===== config.mk =====
export PLATFORM = sky130hd
export DESIGN_NAME = pcu_controller
export DESIGN_NICKNAME = d
export VERILOG_FILES = /design/src/hdl/pcu_pkg.sv /design/src/hdl/pcu_controller.sv
export SDC_FILE = /design/constraint.sdc
export NUM_CORES = 1
export LEC_CHECK = 0
export BUFFER_PORTS_ARGS = -buffer_cell sky130_fd_sc_hd__buf_2
export CAP_MARGIN = 0
export CORE_MARGIN = 2
export CORE_UTILIZATION = 50
export CTS_CLUSTER_SIZE = 10
export DETAILED_ROUTE_END_ITERATION = 16
export HOLD_SLACK_MARGIN = 0.05
export PLACE_DENSITY = 0.76
export REMOVE_ABC_BUFFERS = 1
export SYNTH_ARGS = -nofsm -noshare
export SYNTH_HDL_FRONTEND = slang
export SYNTH_SLANG_ARGS = --single-unit

===== constraint.sdc =====
create_clock -name clk -period 3.49 [get_ports clk]
set_clock_uncertainty 0.15 [all_clocks]
set_input_delay 0.698 -clock clk [delete_from_list [all_inputs] [get_ports clk]]
set_output_delay 0.698 -clock clk [all_outputs]
set_load 0.02 [all_outputs]

===== src/hdl/pcu_pkg.sv =====
// Shared types and constants of the Pearson correlation unit.
// No dependencies; used by every module of the unit.
`timescale 1ns / 1ps
`default_nettype none

package pcu_pkg;

	// Fixed result format: Q2.14, one quotient bit more for rounding.
	localparam int QUOT_BITS = 16;
	localparam logic [15:0] ONE_Q14 = 16'd16384;

	typedef struct packed {
		logic signed [15:0] sample_a;
		logic signed [15:0] sample_b;
		logic               last_pair;
	} sample_t;

	typedef struct packed {
		logic signed [15:0] correlation;
		logic               defined;
		logic [12:0]        pair_count;
	} result_t;

	// Which moment a product step works on.
	typedef enum logic [1:0] {
		SEL_CROSS,
		SEL_FIRST,
		SEL_SECOND
	} mom_sel_t;

	typedef enum logic [3:0] {
		ST_ACC,
		ST_PROD,
		ST_DIFF,
		ST_MUL_INIT,
		ST_MUL,
		ST_ROOT_INIT,
		ST_ROOT,
		ST_DIV_INIT,
		ST_DIV,
		ST_EMIT
	} state_t;

	typedef struct packed {
		logic     acc_en;
		logic     clear;
		mom_sel_t sel;
		logic     prod_en;
		logic     diff_en;
		logic     mul_init;
		logic     mul_step;
		logic     root_init;
		logic     root_step;
		logic     div_init;
		logic     div_step;
		logic     div_first;
		logic     load_out;
	} cmd_t;

endpackage

`default_nettype wire


===== src/hdl/pcu_controller.sv =====
// Controller of the Pearson correlation unit: sequences accumulation and the
// end-of-series computation, and owns the result valid flag.
// Depends on pcu_pkg.
`timescale 1ns / 1ps
`default_nettype none

module pcu_controller import pcu_pkg::*; #(
	parameter int MAX_LENGTH   = 4096,
	parameter int SAMPLE_WIDTH = 16
) (
	input  wire logic clk,
	input  wire logic arst_n,
	input  wire logic sample_valid,
	input  wire logic last_pair,
	input  wire logic result_stall,
	output logic      sample_stall,
	output logic      result_valid,
	output cmd_t      cmd
);

	localparam int CW   = $clog2(MAX_LENGTH + 1);
	localparam int S1W  = SAMPLE_WIDTH + CW;
	localparam int S2W  = 2 * SAMPLE_WIDTH + CW - 1;
	localparam int PNW  = CW + 1 + S2W;
	localparam int PSW  = 2 * S1W;
	localparam int VW   = (PNW > PSW) ? PNW : PSW;
	localparam int CNTW = $clog2(VW);

	state_t          state_q, state_d;
	logic [CNTW-1:0] cnt_q, cnt_d;
	logic            valid_q, valid_d;

	// State, step counter and result valid registers.
	always_ff @(posedge clk or negedge arst_n) begin
		if (!arst_n) begin
			state_q <= ST_ACC;
			cnt_q   <= '0;
			valid_q <= 1'b0;
		end else begin
			state_q <= state_d;
			cnt_q   <= cnt_d;
			valid_q <= valid_d;
		end
	end

	// Next state and datapath commands.
	always_comb begin
		state_d = state_q;
		cnt_d   = cnt_q;
		valid_d = valid_q && result_stall;
		cmd     = '0;
		case (cnt_q[1:0])
			2'd0:    cmd.sel = SEL_CROSS;
			2'd1:    cmd.sel = SEL_FIRST;
			default: cmd.sel = SEL_SECOND;
		endcase
		case (state_q)
			ST_ACC: begin
				cmd.acc_en = sample_valid;
				if (sample_valid && last_pair) begin
					state_d = ST_PROD;
					cnt_d   = '0;
				end
			end
			ST_PROD: begin
				cmd.prod_en = 1'b1;
				state_d     = ST_DIFF;
			end
			ST_DIFF: begin
				cmd.diff_en = 1'b1;
				if (cnt_q == CNTW'(2)) begin
					state_d = ST_MUL_INIT;
					cnt_d   = '0;
				end else begin
					state_d = ST_PROD;
					cnt_d   = cnt_q + CNTW'(1);
				end
			end
			ST_MUL_INIT: begin
				cmd.mul_init = 1'b1;
				state_d      = ST_MUL;
			end
			ST_MUL: begin
				cmd.mul_step = 1'b1;
				if (cnt_q == CNTW'(VW - 1)) begin
					state_d = ST_ROOT_INIT;
					cnt_d   = '0;
				end else begin
					cnt_d = cnt_q + CNTW'(1);
				end
			end
			ST_ROOT_INIT: begin
				cmd.root_init = 1'b1;
				state_d       = ST_ROOT;
			end
			ST_ROOT: begin
				cmd.root_step = 1'b1;
				if (cnt_q == CNTW'(VW - 1)) begin
					state_d = ST_DIV_INIT;
					cnt_d   = '0;
				end else begin
					cnt_d = cnt_q + CNTW'(1);
				end
			end
			ST_DIV_INIT: begin
				cmd.div_init = 1'b1;
				state_d      = ST_DIV;
			end
			ST_DIV: begin
				cmd.div_step  = 1'b1;
				cmd.div_first = (cnt_q == '0);
				if (cnt_q == CNTW'(QUOT_BITS - 1)) begin
					state_d = ST_EMIT;
					cnt_d   = '0;
				end else begin
					cnt_d = cnt_q + CNTW'(1);
				end
			end
			ST_EMIT: begin
				// Wait until the output register is free, then load it.
				if (!valid_q || !result_stall) begin
					cmd.load_out = 1'b1;
					cmd.clear    = 1'b1;
					valid_d      = 1'b1;
					state_d      = ST_ACC;
				end
			end
			default: begin
				state_d = ST_ACC;
			end
		endcase
	end

	assign sample_stall = (state_q != ST_ACC);
	assign result_valid = valid_q;

endmodule

`default_nettype wire


Yosys cells after proc, flatten, opt, wreduce, memory -nomap -nowiden
Cells that the tools add are included.

storage, ports and cells
  word-level logic and storage cells = 61
  input port bits = 5
  flip-flop bits (word level) = 11
  output and inout port bits = 16

cells by class
  $add $sub $neg = 1
  multiplexer cells = 26
  equal/unequal tests = 18
  reduce and logical (&&, ||, !) cells = 13

operators with widths
  operator                                       number
  one-hot mux 4 bit (10 select lines)            1
  2-to-1 mux 6 bit                               4
  one-hot mux 6 bit (4 select lines)             1
  2-to-1 mux 4 bit                               5
  == test 4 x 3 -> 1 bit, second input constant  4
  2-to-1 mux 1 bit                               12
  != test 2 bit, second input constant           5
  == test 4 x 2 -> 1 bit, second input constant  2
  == test 4 bit, second input constant           2
  nonzero test 4 bit                             2
  adder 6 x 1 -> 6 bit, second input constant    1
  == test 6 x 2 -> 1 bit, second input constant  1
  == test 6 x 4 -> 1 bit, second input constant  1
  == test 6 bit, second input constant           1
  logical NOT 6 bit                              1
  AND reduction 5 bit                            1
  == test 4 x 1 -> 1 bit, second input constant  1
  logical NOT 4 bit                              1
  2-to-1 mux 2 bit                               2
  one-hot mux 2 bit (2 select lines)             1
  == test 2 x 1 -> 1 bit, second input constant  1
  logical AND 1 bit                              2
  logical NOT 1 bit                              2
  logical NOT 2 bit                              1
  other kinds (3)                                3

Depth between registers and ports, before layout
Gate-level depths: netlist of run 1.

  depth after elaboration = 4
  gate-level depth with buffers = 6
  depth with buffers taken out = 6

Worst setup path before layout of run 1
Ideal clock, no wire load.

  path type = register to output
  start point = reg state_q[1]
  end point = out cmd[12] in the netlist's numbering
  required time = 2642 ps
  path buffers = 2
  path slack = 893 ps
  arrival = 1749 ps
  cell stages (with the launch flop) = 6
  cell sequence = dfrtp_1 buf_2 nand2b_4 or3b_2 a21oi_1 buf_4

RTL lines
  element                 RTL line              text
  from (decl)             pcu_controller.sv:29  state_t state_q, state_d;
  from (signal assigned)  pcu_controller.sv:40  state_q <= state_d;
  to (decl)               pcu_controller.sv:18  output cmd_t cmd

==> results.sh, run 1 <==
export IMPL_status="finished, final reports clean"
export IMPL_via_per_inst=5.71
export IMPL_r2r_end="cnt_q[2]$_DFFE_PN0P_"
export IMPL_yosys_warnings=0
export IMPL_synthFlopType="dfrtp_1"
export IMPL_hold_viol_final=0
export IMPL_syn_area_per_cell_sq_um=9.01
export IMPL_synth_area_leaders="dfrtp_1, ha_1, nand2_1, nor2_1, nor3_1"
export IMPL_core_sq_um=1510
export IMPL_timing_hold_ws_ps=130
export IMPL_yosysSeqAreaShare=0.340
export IMPL_io_pins=21
export IMPL_insertion_delay_ps=270
export IMPL_overflow=0
export IMPL_synth_common_cells="dfrtp_1, nand2_1, nor2_1, nor3_1, a21oi_1"
export IMPL_port_buffers=20
export IMPL_grt_pass1_wl_um=2830
export IMPL_hold_path_class="in -> async"
export IMPL_worstSetupPathType="reg -> out"
export IMPL_ctsResizeCount=0
export IMPL_cts_buffers=3
export IMPL_antenna_found_initial=0
export IMPL_reg2reg_depth=4
export IMPL_ys_types=37
export IMPL_rrSetupSlack_ps=1560
export IMPL_vias=708
export IMPL_ant_nets=0
export IMPL_end_kind="output pin"
export IMPL_drive_gt1_frac=0.315
export IMPL_ys_ff_latch=11
export IMPL_place_gp_congestion=0.821
export IMPL_power_uw=843
export IMPL_grt_pass1_vias=649
export IMPL_final_max_slew_viol_count=0
export IMPL_numClockSinks=11
export IMPL_finalCritPeriodShare=0.776
export IMPL_cp_data_arrival_time_ps=1860
export IMPL_die_w_um=44.3
export IMPL_dr_pass1_iters=4
export IMPL_netlist_area_sq_um=811
export IMPL_finalSetupViolations=0
export IMPL_die_area_sq_um=1960
export IMPL_antennaDiodeCount=0
export IMPL_syn2layout_area_growth_pct=13.4
export IMPL_p_leak_uw=0.000457
export IMPL_syn_inst=90
export IMPL_clock_fmax_mhz=369
export IMPL_setup_worst_path_start_class="register"
export IMPL_ctsRootBufferMaster="clkbuf_4"
export IMPL_wl_per_cell_um=13.7
export IMPL_remaining_drc_errors=0
export IMPL_cts_max_path_buffers=2
export IMPL_post_dp_hpwl_um=1290
export IMPL_synthArstFlopShare=1.00
export IMPL_synth_edf_count=0
export IMPL_r2r_start="state_q[2]$_DFFE_PN0P_"
export IMPL_tightest_slew_ps=583
export IMPL_grt_start_max_net_pins=13
export IMPL_cp_required_ps=2640
export IMPL_period_needed_ps=2710
export IMPL_rsz0062_at_grt="no"
export IMPL_rows=14
export IMPL_h_tree_depth=1
export IMPL_wl_um=1690
export IMPL_yosys_area_top_type="dfrtp_1"
export IMPL_drt_iter0_drc=15
export IMPL_ctsHoldBuffers=0
export IMPL_slew_headroom=0.608
export IMPL_die_h_um=44.3
export IMPL_cts_setup_buffers=0
export IMPL_tns_ps=0
export IMPL_clk_pin_slew_ps=70
export IMPL_cts_tree="built"
export IMPL_finalNetCount=118
export IMPL_synth_top_area_share=0.340
export IMPL_cap_viol_max_count=0
export IMPL_start_util=0.538
export IMPL_grt_usage=0.201
export IMPL_critPathLaunch="state_q[0]$_DFFE_PN0P_"
export IMPL_crit_path_max_fanout=10
export IMPL_ir_drop_mv=0.568
export IMPL_powerDensity_nw_per_um2=917
-- critical path, stage by stage (launching register included) --
cell and delay (ps):
dfrtp_1 590, nand2b_4 100, or3b_2 510, a21oi_1 180, buf_2 200
-- layout make-up --
cell class | instances | area (sq um)
flip-flops and latches | 11 | 275
multi-input cells | 69 | 482
clock buffers | 3 | 22.5
clock inverters | 1 | 5.00
well taps | 16 | 20.0
repair buffers | 20 | 100
fillers | 129 | 587
inverters | 4 | 15.0
-- placed cells by master, fill, tap and decap left out, types with 2 or more instances in the layout --
master	n
nor3_1	6
and2_1	3
nand3_1	2
o31a_1	2
a21oi_1	5
buf_2	20
dfrtp_1	11
nor2_1	10
inv_1	4
ha_1	4
nand2_1	11
clkbuf_4	3
or3b_2	2
o21ai_0	2
-- per-layer routing --
layer | vias to the layer above | global-route usage | routed length [um]
li1 | 357 | - | -
met1 | 324 | 0.253 | 760
met2 | 22 | 0.332 | 824
met3 | 5 | 0.0245 | 71
met4 | 0 | 0.109 | 38
met5 | - | 0 | 0
-- registers in the layout, indices dropped and copies added (netlist names) --
name,flops
state_q,4
result_valid,1
cnt_q,6
-- kinds of logic (layout without fill, tap and decap cells) --
| kind of cell | Yosys count | after routing | synth area share |
|---|---|---|---|
| simple gates | 46 | 46 | 0.363 |
| flops | 11 | 11 | 0.340 |
| compound gates | 17 | 17 | 0.147 |
| mux | 1 | 1 | 0.0123 |
| fa+ha+maj | 4 | 4 | 0.0617 |
| buf+inv | 10 | 28 | 0.0664 |
| xor+xnor | 1 | 1 | 0.0108 |
-- through the flow --
stage / instances / utilization / area, sq um / setup WS [ps]
final: 124 / 0.610 / 920 / 781
after global routing: 124 / 0.610 / 920 / 614
after CTS: 124 / 0.610 / 920 / 801
after detailed placement: 120 / 0.592 / 892 / 1110
after global placement: 120 / 0.592 / 892 / 1190
after floorplan: 84 / - / 772 / 900
-- how the worst max path moves through the flow --
stage,depth (start not counted),endpoint,slack [ps]
floorplan,3,cmd[0],900
global placement,3,cmd[13],1190
detailed placement,4,cmd[0],1110
CTS,4,cmd[0],800
global route,4,cmd[0],610
finish,4,cmd[0],780
-- report_power, final --
group / total [uW] / switching (uW) / leakage, uW / internal, uW
Sequential: 281 / 107 / 0.000145 / 174
Combinational: 474 / 274 / 0.000294 / 199
Clock: 88.3 / 45.8 / 0.0000177 / 42.5
Power figures use the tool's default switching activity.
==> inputs of run 2 (changes only) <==
==> constraint.sdc (replaced) <==
create_clock -name clk -period 2.56 [get_ports clk]
set_clock_uncertainty 0.15 [all_clocks]
set_input_delay 0.512 -clock clk [delete_from_list [all_inputs] [get_ports clk]]
set_output_delay 0.512 -clock clk [all_outputs]
set_load 0.02 [all_outputs]
==> run 2 against run 1 <==
Compared with the run above: via count decreased by 0.56%; clock-buffer cell count unchanged; first-iteration DRC count decreased by 13%; utilization increased by 1.1 points; highest routed layer unchanged; sequential power increased by 38%; worst setup slack got worse by 670 ps; largest power group unchanged.
==> results.sh, run 2 (synthesized netlist as in run 1, its figures left out) <==
export IMPL_overflow=0
export IMPL_layout_common_cells="buf_2, nand2_1, nor2_1"
export IMPL_crit_slowest_cell="or4_2"
export IMPL_drive_gt1_frac=0.339
export IMPL_fin_area_sq_um=936
export IMPL_cp_required_ps=1900
export IMPL_drt_iter0_drc=13
export IMPL_port_buffers=20
export IMPL_antenna_found_initial=0
export IMPL_start_util=0.538
export IMPL_insertion_delay_ps=280
export IMPL_path_cells="or4_2 -> nor2_1 -> buf_2"
export IMPL_io_pins=21
export IMPL_wl_per_cell_um=13.5
export IMPL_post_dp_hpwl_um=1290
export IMPL_die_area_sq_um=1960
export IMPL_cp_data_arrival_time_ps=1780
export IMPL_rsz0062_at_grt="no"
export IMPL_finalNetCount=119
export IMPL_ant_nets=0
export IMPL_p_leak_uw=0.000458
export IMPL_worstSetupPathType="reg -> out"
export IMPL_tightest_slew_ps=586
export IMPL_grt_usage=0.196
export IMPL_period_needed_ps=2450
export IMPL_cts_buffers=3
export IMPL_numClockSinks=11
export IMPL_registers_top_by_ff_count="cnt_q"
export IMPL_tns_ps=0
export IMPL_setup_worst_path_start_class="register"
export IMPL_end_kind="output pin"
export IMPL_finalCritPeriodShare=0.956
export IMPL_dpl_cell_area_sq_um=892
export IMPL_core_sq_um=1510
export IMPL_ir_drop_mv=0.725
export IMPL_grt_start_max_net_pins=13
export IMPL_place_gp_congestion=0.821
export IMPL_timing_hold_ws_ps=337
export IMPL_vias=704
export IMPL_layout_commonest_cell="buf_2"
export IMPL_antennaDiodeCount=0
export IMPL_rows=14
export IMPL_clk_pin_slew_ps=80
export IMPL_remaining_drc_errors=0
export IMPL_finalSetupViolations=0
export IMPL_cpPeakStageDelay_ps=720
export IMPL_cts_max_path_buffers=2
export IMPL_cap_viol_max_count=0
export IMPL_dr_pass1_iters=5
export IMPL_largest_reg_flops=6
export IMPL_hold_path_class="in -> reg"
export IMPL_grt_pass1_vias=628
export IMPL_final_max_slew_viol_count=0
export IMPL_rrSetupSlack_ps=590
export IMPL_powerDensity_nw_per_um2=1230
export IMPL_clock_fmax_mhz=409
export IMPL_syn2layout_area_growth_pct=15.4
export IMPL_cts_tree="built"
export IMPL_wl_um=1680
export IMPL_ctsRootBufferMaster="clkbuf_4"
export IMPL_via_per_inst=5.63
export IMPL_die_h_um=44.3
export IMPL_grt_pass1_wl_um=2770
export IMPL_status="finished, final reports clean"
export IMPL_hold_viol_final=0
export IMPL_slew_headroom=0.599
export IMPL_h_tree_depth=1
export IMPL_die_w_um=44.3
export IMPL_crit_path_max_fanout=12
## run 2: changes by cell type in the layout (fill, tap and decap cells not counted)
cell           previous run  this run
dfrtp_1                  11         9
dfrtp_2                   0         2
a21oi_1                   5         4
a21oi_2                   0         1
dlygate4sd3_1             0         1
## run 2: cell type report
cell class,instances,area [sq um]
multi-input cells,69,485
clock inverters,1,5.00
well taps,16,20.0
repair buffers,21,110
flip-flops and latches,11,278
clock buffers,3,22.5
inverters,4,15.0
fillers,125,571
## run 2: metrics by stage
stage / setup WS [ps] / util / cells / total power (uW)
floorplan: 156 / - / 84 / 848
global placement: 443 / 0.592 / 120 / 1010
detailed placement: 371 / 0.592 / 120 / 1030
CTS: 56.9 / 0.617 / 125 / 1160
global route: 39.0 / 0.621 / 125 / 1250
finish: 113 / 0.621 / 125 / 1150
## run 2: final timing paths
kind,end,cells past startpoint,start
max,cmd[13],3,state_q[2]$_DFFE_PN0P_
min,result_valid$_DFF_PN0_,3,result_stall
max reg2reg,cnt_q[2]$_DFFE_PN0P_,4,state_q[2]$_DFFE_PN0P_
min reg2reg,result_valid$_DFF_PN0_,2,result_valid$_DFF_PN0_
max in group asynchronous,state_q[0]$_DFFE_PN0P_,2,arst_n
min in group asynchronous,cnt_q[1]$_DFFE_PN0P_,2,arst_n
## run 2: layer usage
layer / up-vias / GRT usage / wire length [um]
met5: - / 0 / 0
met3: 5 / 0.0245 / 74
li1: 361 / - / -
met4: 0 / 0.109 / 42
met1: 316 / 0.247 / 777
met2: 22 / 0.324 / 790
## run 2: critical path: cells and delay by family (launching register included)
| kind | cells | cell delay (ps) |
|---|---|---|
| buf+inv | 1 | 160 |
| flops | 1 | 530 |
| simple gates | 2 | 820 |
## run 2: where the power goes
group | internal, uW | leakage (uW) | switching (uW)
Combinational | 272 | 0.000298 | 372
Clock | 58.0 | 0.0000177 | 64.1
Sequential | 241 | 0.000142 | 146
Total | 571 | 0.000458 | 581
## run 2: repair_timing
item	4_1_cts	5_1_grt
endpoints found under the setup margin	0	2
hold buffers	1	0
setup buffers	0	0
endpoints found under the hold margin	11	0
resized for setup	0	3
